--- src/sv/mtg_pkg.sv ---
// shared constants, state codes and command/status structs of the mersenne twister generator
// used by the controller, the datapath and the top level; depends on nothing
package mtg_pkg;

  localparam int unsigned STATE_DEPTH  = 624;
  localparam int unsigned SHIFT_OFFSET = 397;
  localparam int unsigned WORD_W       = 32;
  localparam int unsigned ADDR_W       = $clog2(STATE_DEPTH);
  localparam int unsigned POS_W        = 10;

  localparam logic [WORD_W-1:0] TOP_BIT      = 32'h8000_0000;
  localparam logic [WORD_W-1:0] LOW_BITS     = 32'h7FFF_FFFF;
  localparam logic [WORD_W-1:0] TWIST_MATRIX = 32'h9908_B0DF;
  localparam logic [WORD_W-1:0] SEED_MULT    = 32'd1812433253;
  localparam int unsigned       SEED_SHIFT   = 30;

  localparam logic OP_DRAW = 1'b0;
  localparam logic OP_SEED = 1'b1;

  typedef enum logic [3:0] {
    ST_IDLE,
    ST_SEED_WR,
    ST_SEED_MUL,
    ST_SEED_ADD,
    ST_TW_RD,
    ST_TW_FAR,
    ST_TW_WR,
    ST_DRAW_ISSUE,
    ST_DRAW_WAIT
  } mtg_state_e;

  // source of the first ram read address
  typedef enum logic [1:0] {
    RADDR_POS,
    RADDR_CUR,
    RADDR_FAR
  } mtg_raddr_e;

  typedef struct packed {
    logic       load_seed;  // capture seed, clear index and read position
    logic       seed_wr;    // write current seed word
    logic       seed_mul;   // multiply step, advance index
    logic       seed_add;   // add index to product
    logic       tw_clr;     // start a twist at word zero
    logic       tw_y;       // form the mixed word from the two reads
    logic       tw_wr;      // write twisted word, advance index
    logic       pos_clr;    // restart reading at word zero
    logic       draw_load;  // load output register, advance read position
    mtg_raddr_e raddr_sel;
  } mtg_cmd_t;

  typedef struct packed {
    logic pos_end;   // all words of the state have been read
    logic k_last;    // index is at the last word
    logic out_busy;  // output register holds a word that is not taken this cycle
  } mtg_status_t;

endpackage

--- src/sv/mtg_ctrl.sv ---
// controller of the mersenne twister generator: sequences seeding, twisting and draws
// uses mtg_pkg; drives the datapath through mtg_cmd_t and reads mtg_status_t
module mtg_ctrl (
  input  logic                 clk_i,
  input  logic                 rst_ni,
  input  logic                 in_valid_i,
  input  logic                 operation_i,
  output logic                 in_stall_o,
  input  mtg_pkg::mtg_status_t status_i,
  output mtg_pkg::mtg_cmd_t    cmd_o
);
  import mtg_pkg::*;

  mtg_state_e state_q, state_d;

  always_ff @(posedge clk_i or negedge rst_ni) begin
    if (!rst_ni) begin
      state_q <= ST_IDLE;
    end else begin
      state_q <= state_d;
    end
  end

  always_comb begin
    state_d          = state_q;
    cmd_o            = '0;
    cmd_o.raddr_sel  = RADDR_POS;

    unique case (state_q)
      ST_IDLE: begin
        if (in_valid_i) begin
          if (operation_i == OP_SEED) begin
            cmd_o.load_seed = 1'b1;
            state_d         = ST_SEED_WR;
          end else if (status_i.pos_end) begin
            cmd_o.tw_clr = 1'b1;
            state_d      = ST_TW_RD;
          end else begin
            state_d = ST_DRAW_WAIT;
          end
        end
      end
      ST_SEED_WR: begin
        cmd_o.seed_wr = 1'b1;
        state_d       = status_i.k_last ? ST_IDLE : ST_SEED_MUL;
      end
      ST_SEED_MUL: begin
        cmd_o.seed_mul = 1'b1;
        state_d        = ST_SEED_ADD;
      end
      ST_SEED_ADD: begin
        cmd_o.seed_add = 1'b1;
        state_d        = ST_SEED_WR;
      end
      // read word k and its neighbor, then the far word
      ST_TW_RD: begin
        cmd_o.raddr_sel = RADDR_CUR;
        state_d         = ST_TW_FAR;
      end
      ST_TW_FAR: begin
        cmd_o.raddr_sel = RADDR_FAR;
        cmd_o.tw_y      = 1'b1;
        state_d         = ST_TW_WR;
      end
      ST_TW_WR: begin
        cmd_o.raddr_sel = RADDR_FAR;
        cmd_o.tw_wr     = 1'b1;
        if (status_i.k_last) begin
          cmd_o.pos_clr = 1'b1;
          state_d       = ST_DRAW_ISSUE;
        end else begin
          state_d = ST_TW_RD;
        end
      end
      ST_DRAW_ISSUE: begin
        state_d = ST_DRAW_WAIT;
      end
      ST_DRAW_WAIT: begin
        if (!status_i.out_busy) begin
          cmd_o.draw_load = 1'b1;
          state_d         = ST_IDLE;
        end
      end
      default: begin
        state_d = ST_IDLE;
      end
    endcase
  end

  assign in_stall_o = (state_q != ST_IDLE);

  a_draw_only_on_wait: assert property (@(posedge clk_i) disable iff (!rst_ni)
    cmd_o.draw_load |-> (state_q == ST_DRAW_WAIT))
    else $error("word loaded outside a draw");

  a_twist_ends_in_read: assert property (@(posedge clk_i) disable iff (!rst_ni)
    (state_q == ST_TW_WR && status_i.k_last) |=> (state_q == ST_DRAW_ISSUE))
    else $error("twist did not hand over to a draw");

endmodule

--- config.mk ---
export PLATFORM = sky130hd
export DESIGN_NAME = mtg_ctrl
export DESIGN_NICKNAME = d
export VERILOG_FILES = /design/src/sv/mtg_pkg.sv /design/src/sv/mtg_ctrl.sv
export SDC_FILE = /design/constraint.sdc
export NUM_CORES = 1
export LEC_CHECK = 0
export ABC_AREA = 1
export BUFFER_PORTS_ARGS = -buffer_cell sky130_fd_sc_hd__buf_2
export CAP_MARGIN = 20
export CORE_AREA = 2 2 39 41
export DETAILED_ROUTE_END_ITERATION = 8
export DIE_AREA = 0 0 41 43
export SKIP_LAST_GASP = 1
export SYNTH_ARGS = -nofsm -noshare
export SYNTH_HDL_FRONTEND = slang
export SYNTH_SLANG_ARGS = --single-unit
--- constraint.sdc ---
create_clock -name clk_i -period 1.7 [get_ports clk_i]
set_input_delay 0.17 -clock clk_i [delete_from_list [all_inputs] [get_ports clk_i]]
set_output_delay 0.17 -clock clk_i [all_outputs]
set_load 0.1 [all_outputs]
==> results of run 1 <==
==> worst max-delay path, cell delays in order, from the launching register on <==
cell and delay (ns):
dfrtp_1 0.41, inv_1 0.15, nand2_1 0.14, nor2_2 0.09, buf_2 0.42
==> per-layer routing <==
layer	track usage, %	vias to the layer above	wire, um
met5	0	-	0
met4	4.000	0	0
met3	3.141	0	46
met2	16.88	11	415
met1	15.74	178	333
li1	-	222	-
==> worst max path at each step <==
stage | from | endpoint | slack, ns | depth (start not counted)
6_report | state_q[2] | cmd_o[7] | 0.1 | 4
3_5_place_dp | state_q[1] | cmd_o[10] | 0.30 | 4
4_1_cts | state_q[1] | cmd_o[10] | 0.05 | 4
5_1_grt | state_q[2] | cmd_o[7] | 0.008 | 4
3_3_place_gp | state_q[1] | cmd_o[10] | 0.32 | 4
2_1_floorplan | state_q[1] | cmd_o[6] | -0.39 | 3
==> cells by family after synthesis <==
| kind of cell | after synthesis | synth area share, % |
|---|---|---|
| AOI/OAI and AO/OA | 2 | 4.349 |
| DFF | 4 | 26.76 |
| and+or+nand+nor | 40 | 56.86 |
| buffers and inverters | 12 | 12.04 |
==> metrics by stage <==
stage	setup TNS [ns]	setup slack [ns]	hold WS [ns]
3_3_place_gp	0	0.3177	-0.02408
4_1_cts	0	0.05015	0.2573
5_1_grt	0	0.007962	0.2730
3_5_place_dp	0	0.3017	-0.02299
6_report	0	0.09639	0.2540
2_1_floorplan	-1.396	-0.3900	-0.1256
==> area by class of cell <==
| cell class | instances | area (um2) |
|---|---|---|
| timing repair buffer | 19 | 235.2 |
| clock buffer | 3 | 22.52 |
| tap | 16 | 20.02 |
| sequential | 4 | 101.3 |
| inverter | 12 | 45.04 |
| multi-input combinational | 42 | 271.5 |
| fill | 140 | 688.2 |
==> cell usage after synthesis <==
| library cell | instances | area (um2) |
|---|---|---|
| nor3_2 | 2 | 20.02 |
| nor3_1 | 2 | 10.01 |
| nor2_4 | 3 | 33.78 |
| a21o_1 | 1 | 7.510 |
| inv_1 | 9 | 33.78 |
| o21ai_2 | 1 | 8.760 |
| nand3_1 | 4 | 20.02 |
| nor2_2 | 2 | 12.51 |
| inv_2 | 2 | 7.510 |
| nand2_2 | 1 | 6.260 |
| nand2_1 | 12 | 45.04 |
| clkinv_1 | 1 | 3.750 |
| nor2_1 | 12 | 45.04 |
| dfrtp_1 | 4 | 100.1 |
| nand3_2 | 2 | 20.02 |
==> timing repair <==
| action | in CTS | in global routing |
|---|---|---|
| endpoints found under the setup margin | 0 | 3 |
| hold buffers | 1 | 0 |
| endpoints found under the hold margin | 4 | 0 |
| gates resized for setup | 0 | 1 |
==> load_flow_metrics.sql, run 1 <==
INSERT INTO impl_metrics (metric_group, metric, value, unit) VALUES
('die', 'fp-row-count', '14', ''),
('outcome', 'run_status', 'finished, final reports clean', ''),
('cts', 'cts_made_buffers', '3', ''),
('final_layout', 'finalNetCount', '89', ''),
('cts', 'cts_max_level', '1', ''),
('cts', 'cts_buffer_depth', '2', ''),
('worst_setup_path', 'startpoint_type', 'register', ''),
('hold_path', 'min_delay_worst_type', 'primary input to register', ''),
('routing', 'vias', '411', ''),
('final_layout', 'drive_gt1_share', '51.25', '%'),
('sta', 'grt_setup_unrepaired', 'false', ''),
('final_layout', 'final_common_cell', 'nand2_1', ''),
('final_layout', 'regMostFlops', 'state_q', ''),
('yosys', 'ys_ff_latch', '4', ''),
('worst_setup_path', 'critical_path_arrival', '1.43', 'ns'),
('final_layout', 'finalCoreUtilization', '50.27', '%'),
('worst_setup_path', 'rrSetupSlack', '0.50', 'ns'),
('worst_setup_path', 'cp_max_fo', '3', ''),
('die', 'fp.dieH', '43', 'um'),
('final_layout', 'stdcell_count', '96', ''),
('final_layout', 'diodes_inserted', '0', ''),
('yosys', 'synthesis.area', '374.1', 'um2'),
('cts', 'clk-insertion-delay-late', '0.23', 'ns'),
('sta', 'max_slew_margin', '67.92', '%'),
('routing', 'routed_wire_length_per_instance', '8.281', 'um'),
('sta', 'worst_pin_slew', '0.4845', 'ns'),
('global_route', 'grt_pass1_wl', '1407', 'um'),
('yosys', 'synth_cell_type_count', '15', ''),
('placed_design', 'finalWeightedCongestion', '0.6711', ''),
('die', 'core-area', '1384', 'um2'),
('global_route', 'via_count_of_the_first_global_routing_pass', '353', ''),
('routing', 'remaining_drc_errors', '0', ''),
('routing', 'detail-route-antenna-nets', '0', ''),
('worst_setup_path', 'worst_r2r_path_depth', '4', ''),
('cts', 'postCtsSetupBuffers', '0', ''),
('global_route', 'grt_max_degree', '8', ''),
('job', 'max_cap_viol_count', '0', ''),
('die', 'initial_utilization', '27.03', '%'),
('sta', 'achievable_clock_frequency', '623.6', 'MHz'),
('cts', 'tritoncts', 'yes', ''),
('sta', 'layout_worst_path_cycle_share', '94.33', '%'),
('yosys', 'synth_nets', '65', ''),
('die', 'i_o_pin_cnt', '19', ''),
('cts', 'clock_transition_at_the_registers_of_the_reported_paths', '0.04', 'ns'),
('worst_setup_path', 'setup.worst_path.end_class', 'output port', ''),
('sta', 'skew', '0.004475', 'ns'),
('cts', 'clock_tree.root_cell', 'clkbuf_4', ''),
('sta', 'final_hold_viol_count', '0', ''),
('sta', 'setup_viol_count_final', '0', ''),
('hold_path', 'timing.hold.worst_endpoint', 'state_q[1]', ''),
('yosys', 'avgSynthCellArea', '6.450', 'um2'),
('final_layout', 'area_delta_synth_final', '85.95', '%'),
('die', 'dieWidth', '41', 'um'),
('yosys', 'postSynthCellCount', '58', ''),
('worst_setup_path', 'cp_data_required_time', '1.53', 'ns'),
('routing', 'drt_iter0_markers', '4', ''),
('placed_design', 'port-buffer-count', '18', ''),
('routing', 'drt-vias-per-instance', '4.281', ''),
('worst_setup_path', 'rr_endpoint', 'state_q[2]', ''),
('sta', 'finalCriticalPeriod', '1.604', 'ns'),
('sta', 'report.final.slew_viol_count', '0', ''),
('worst_setup_path', 'path_class', 'register to output port', ''),
('routing', 'routed_wl', '795', 'um'),
('final_layout', 'final_cell_mix', 'nand2_1, inv_1, buf_2, buf_12, nor2_1', ''),
('worst_setup_path', 'critical_path.reg2reg.startpoint', 'state_q[1]', ''),
('hold_path', 'hp-start', 'status_i[1]', ''),
('yosys', 'ys.warnings.count', '0', ''),
('die', 'die_area', '1763', 'um2'),
('global_route', 'grt_antenna_before_repair', '0', ''),
('placed_design', 'placedInstanceArea', '661.9', 'um2'),
('global_route', 'grt_util_overall', '11.52', '%'),
('cts', 'cts_sinks', '4', ''),
('final_layout', 'post-route-cell-area', '695.7', 'um2'),
('global_route', 'grt-ovfl-total', '0', ''),
('final_layout', 'largest_register_ffs', '4', ''),
('routing', 'initial_drt_pass_iterations', '2', ''),
('yosys', 'synth_sequential_area_ratio', '26.76', '%'),
('placed_design', 'placedCellCount', '92', ''),
('final_layout', 'reg.largest.list', 'state_q x4', ''),
('placed_design', 'place_hpwl', '737.3', 'um'),
('hold_path', 'hold-path-cell-count', '4', '');
Power of run 1 is not shown: default switching activity piles up to over one toggle a cycle in this logic, so the estimate is an artifact.
==> inputs of run 2 (changes only) <==
==> constraint.sdc (replaced) <==
create_clock -name clk_i -period 1.33 [get_ports clk_i]
set_input_delay 0.133 -clock clk_i [delete_from_list [all_inputs] [get_ports clk_i]]
set_output_delay 0.133 -clock clk_i [all_outputs]
set_load 0.1 [all_outputs]
==> run 2 against run 1 <==
Compared with the run above:
- the flow now finishes with violations (setup timing)
- via count is 28% higher
- cell count rose by 19%
- routed wire length grew 87%
- hold slack worse by 0.028 ns
- clock skew rose by 0.0061 ns
- sequential share of layout area decreased by 4.2 points
- critical path depth did not move
- design area rose by 45%
- utilization rose by 23 points
- register-to-register slack lost 0.48 ns
- critical path type unchanged
- first-iteration DRC count fell by 25%
==> load_flow_metrics.sql, run 2 (same netlist as run 1, synthesis figures left out) <==
INSERT INTO impl_metrics (metric_group, metric, value, unit) VALUES
('sta', 'worst_pin_slew', '0.2751', 'ns'),
('worst_setup_path', 'rrSetupSlack', '0.02', 'ns'),
('placed_design', 'port-buffer-count', '18', ''),
('final_layout', 'layout.filler_cells', '93', ''),
('sta', 'max_slew_margin', '81.62', '%'),
('die', 'fp-row-count', '14', ''),
('global_route', 'grt_antenna_before_repair', '0', ''),
('final_layout', 'final_cell_mix', 'buf_12, buf_4, nor2_4, nor2_1', ''),
('cts', 'cts_sinks', '4', ''),
('cts', 'clock_tree.root_cell', 'clkbuf_4', ''),
('global_route', 'grt_max_degree', '7', ''),
('worst_setup_path', 'path_class', 'register to output port', ''),
('routing', 'initial_drt_pass_iterations', '2', ''),
('placed_design', 'finalWeightedCongestion', '0.8356', ''),
('sta', 'skew', '0.01055', 'ns'),
('global_route', 'grt_util_met3', '1.571', '%'),
('worst_setup_path', 'cp_max_fo', '5', ''),
('sta', 'achievable_clock_frequency', '654.1', 'MHz'),
('die', 'i_o_pin_cnt', '19', ''),
('global_route', 'grt-ovfl-total', '0', ''),
('global_route', 'grt_util_met2', '33.75', '%'),
('routing', 'drt-vias-per-instance', '4.605', ''),
('cts', 'clock_transition_at_the_registers_of_the_reported_paths', '0.04', 'ns'),
('die', 'initial_utilization', '27.03', '%'),
('global_route', 'grt-busiest-layer', 'met2', ''),
('routing', 'routed_wl', '1489', 'um'),
('sta', 'finalHoldWorstSlack', '0.2264', 'ns'),
('outcome', 'failing_checks', 'setup timing', ''),
('sta', 'worst_slack', '-0.1988', 'ns'),
('final_layout', 'drive_gt1_share', '75.51', '%'),
('worst_setup_path', 'critical_path_arrival', '1.40', 'ns'),
('die', 'die_area', '1763', 'um2'),
('final_layout', 'regMostFlops', 'state_q', ''),
('hold_path', 'min_delay_worst_type', 'primary input to asynchronous set/reset pin', ''),
('placed_design', 'place_hpwl', '830.7', 'um'),
('worst_setup_path', 'cp_data_required_time', '1.20', 'ns'),
('placed_design', 'placedInstanceArea', '790.8', 'um2'),
('worst_setup_path', 'startpoint_type', 'register', ''),
('cts', 'cts_buffer_depth', '2', ''),
('global_route', 'grt_util_overall', '19.29', '%'),
('routing', 'vias', '525', ''),
('final_layout', 'area_delta_synth_final', '169.9', '%'),
('final_layout', 'reg.largest.list', 'state_q x4', ''),
('global_route', 'via_count_of_the_first_global_routing_pass', '502', ''),
('cts', 'tritoncts', 'yes', ''),
('cts', 'cts_max_level', '1', ''),
('final_layout', 'diodes_inserted', '0', ''),
('die', 'fp.dieH', '43', 'um'),
('sta', 'layout_worst_path_cycle_share', '114.9', '%'),
('cts', 'clk-insertion-delay-late', '0.24', 'ns'),
('routing', 'routed_wire_length_per_instance', '13.06', 'um'),
('routing', 'remaining_drc_errors', '0', ''),
('routing', 'drt_iter0_markers', '3', ''),
('job', 'max_cap_viol_count', '0', ''),
('global_route', 'met1_layer_usage_reported_by_global_route', '22.95', '%'),
('die', 'core-area', '1384', 'um2'),
('outcome', 'run_status', 'finished with violations', ''),
('placed_design', 'placement.setup.worst_slack', '0.03635', 'ns'),
('final_layout', 'post-route-cell-area', '1010', 'um2'),
('sta', 'finalCriticalPeriod', '1.529', 'ns'),
('sta', 'report.final.slew_viol_count', '0', ''),
('final_layout', 'final_common_cell', 'buf_12', ''),
('final_layout', 'largest_register_ffs', '4', ''),
('sta', 'setup_viol_count_final', '11', ''),
('sta', 'final_hold_viol_count', '0', ''),
('worst_setup_path', 'setup.worst_path.end_class', 'output port', ''),
('final_layout', 'finalNetCount', '106', ''),
('cts', 'cts_made_buffers', '3', ''),
('die', 'dieWidth', '41', 'um'),
('sta', 'grt_setup_unrepaired', 'true', ''),
('routing', 'detail-route-antenna-nets', '0', ''),
('global_route', 'grt_pass1_wl', '2283', 'um');
==> run 2: cell types whose count changed in the layout (fill, tap and decap cells not counted), moves of 4 or more <==
cell	before	now
nand2_1	12	6
buf_4	0	12
buf_12	9	13
buf_6	0	4
inv_1	9	4
==> run 2: cell type report <==
| class | instances | area [um2] | area share, % |
|---|---|---|---|
| Timing Repair Buffer | 36 | 435.4 | 43.12 |
| Clock buffer | 4 | 26.28 | 2.602 |
| Sequential cell | 4 | 105.1 | 10.41 |
| Multi-Input combinational cell | 42 | 362.8 | 35.94 |
| Inverter | 12 | 60.06 | 5.948 |
| Tap cell | 16 | 20.02 | 1.983 |
==> run 2: path summary, 6_finish.rpt <==
kind / startpoint / to / depth (start not counted)
worst max-delay path: state_q[3] / cmd_o[8] / 4
worst min-delay path: rst_ni / state_q[0] / 2
worst max register to register: state_q[3] / state_q[1] / 6
worst min register to register: state_q[3] / state_q[3] / 3
max in group asynchronous: rst_ni / state_q[3] / 2
min in group clk_i: status_i[0] / state_q[0] / 4
==> run 2: through the flow <==
step           util, %  setup TNS [ns]  cells
6_report         72.97          -1.443    114
5_1_grt          72.97          -2.088    114
4_1_cts          68.54          -1.209    110
3_5_place_dp     57.14               0     98
3_3_place_gp     57.14               0     98
2_1_floorplan        -          -2.617     58
==> run 2: critical path, stage by stage (launching register included) <==
cell and delay (ns):
dfrtp_2 0.44, nor2_4 0.27, nand2_4 0.10, nor2_4 0.16, buf_12 0.19
==> run 2: per-layer routing <==
| metal | share of wire (%) | wire length, um | up-vias |
|---|---|---|---|
| met1 | 38 | 564 | 255 |
| met2 | 59 | 878 | 8 |
| met3 | 1.9 | 28 | 2 |
| li1 | - | - | 260 |
| met4 | 1.2 | 18 | 0 |
| met5 | 0 | 0 | - |
==> run 2: what timing repair did <==
action,CTS,global route
hold endpoints to repair,4,0
resized for setup,15,8
pin swaps,11,8
endpoints found under the setup margin,11,12
setup buffers,7,5
hold buffers,1,0
Power of run 2 is left out for the same reason.
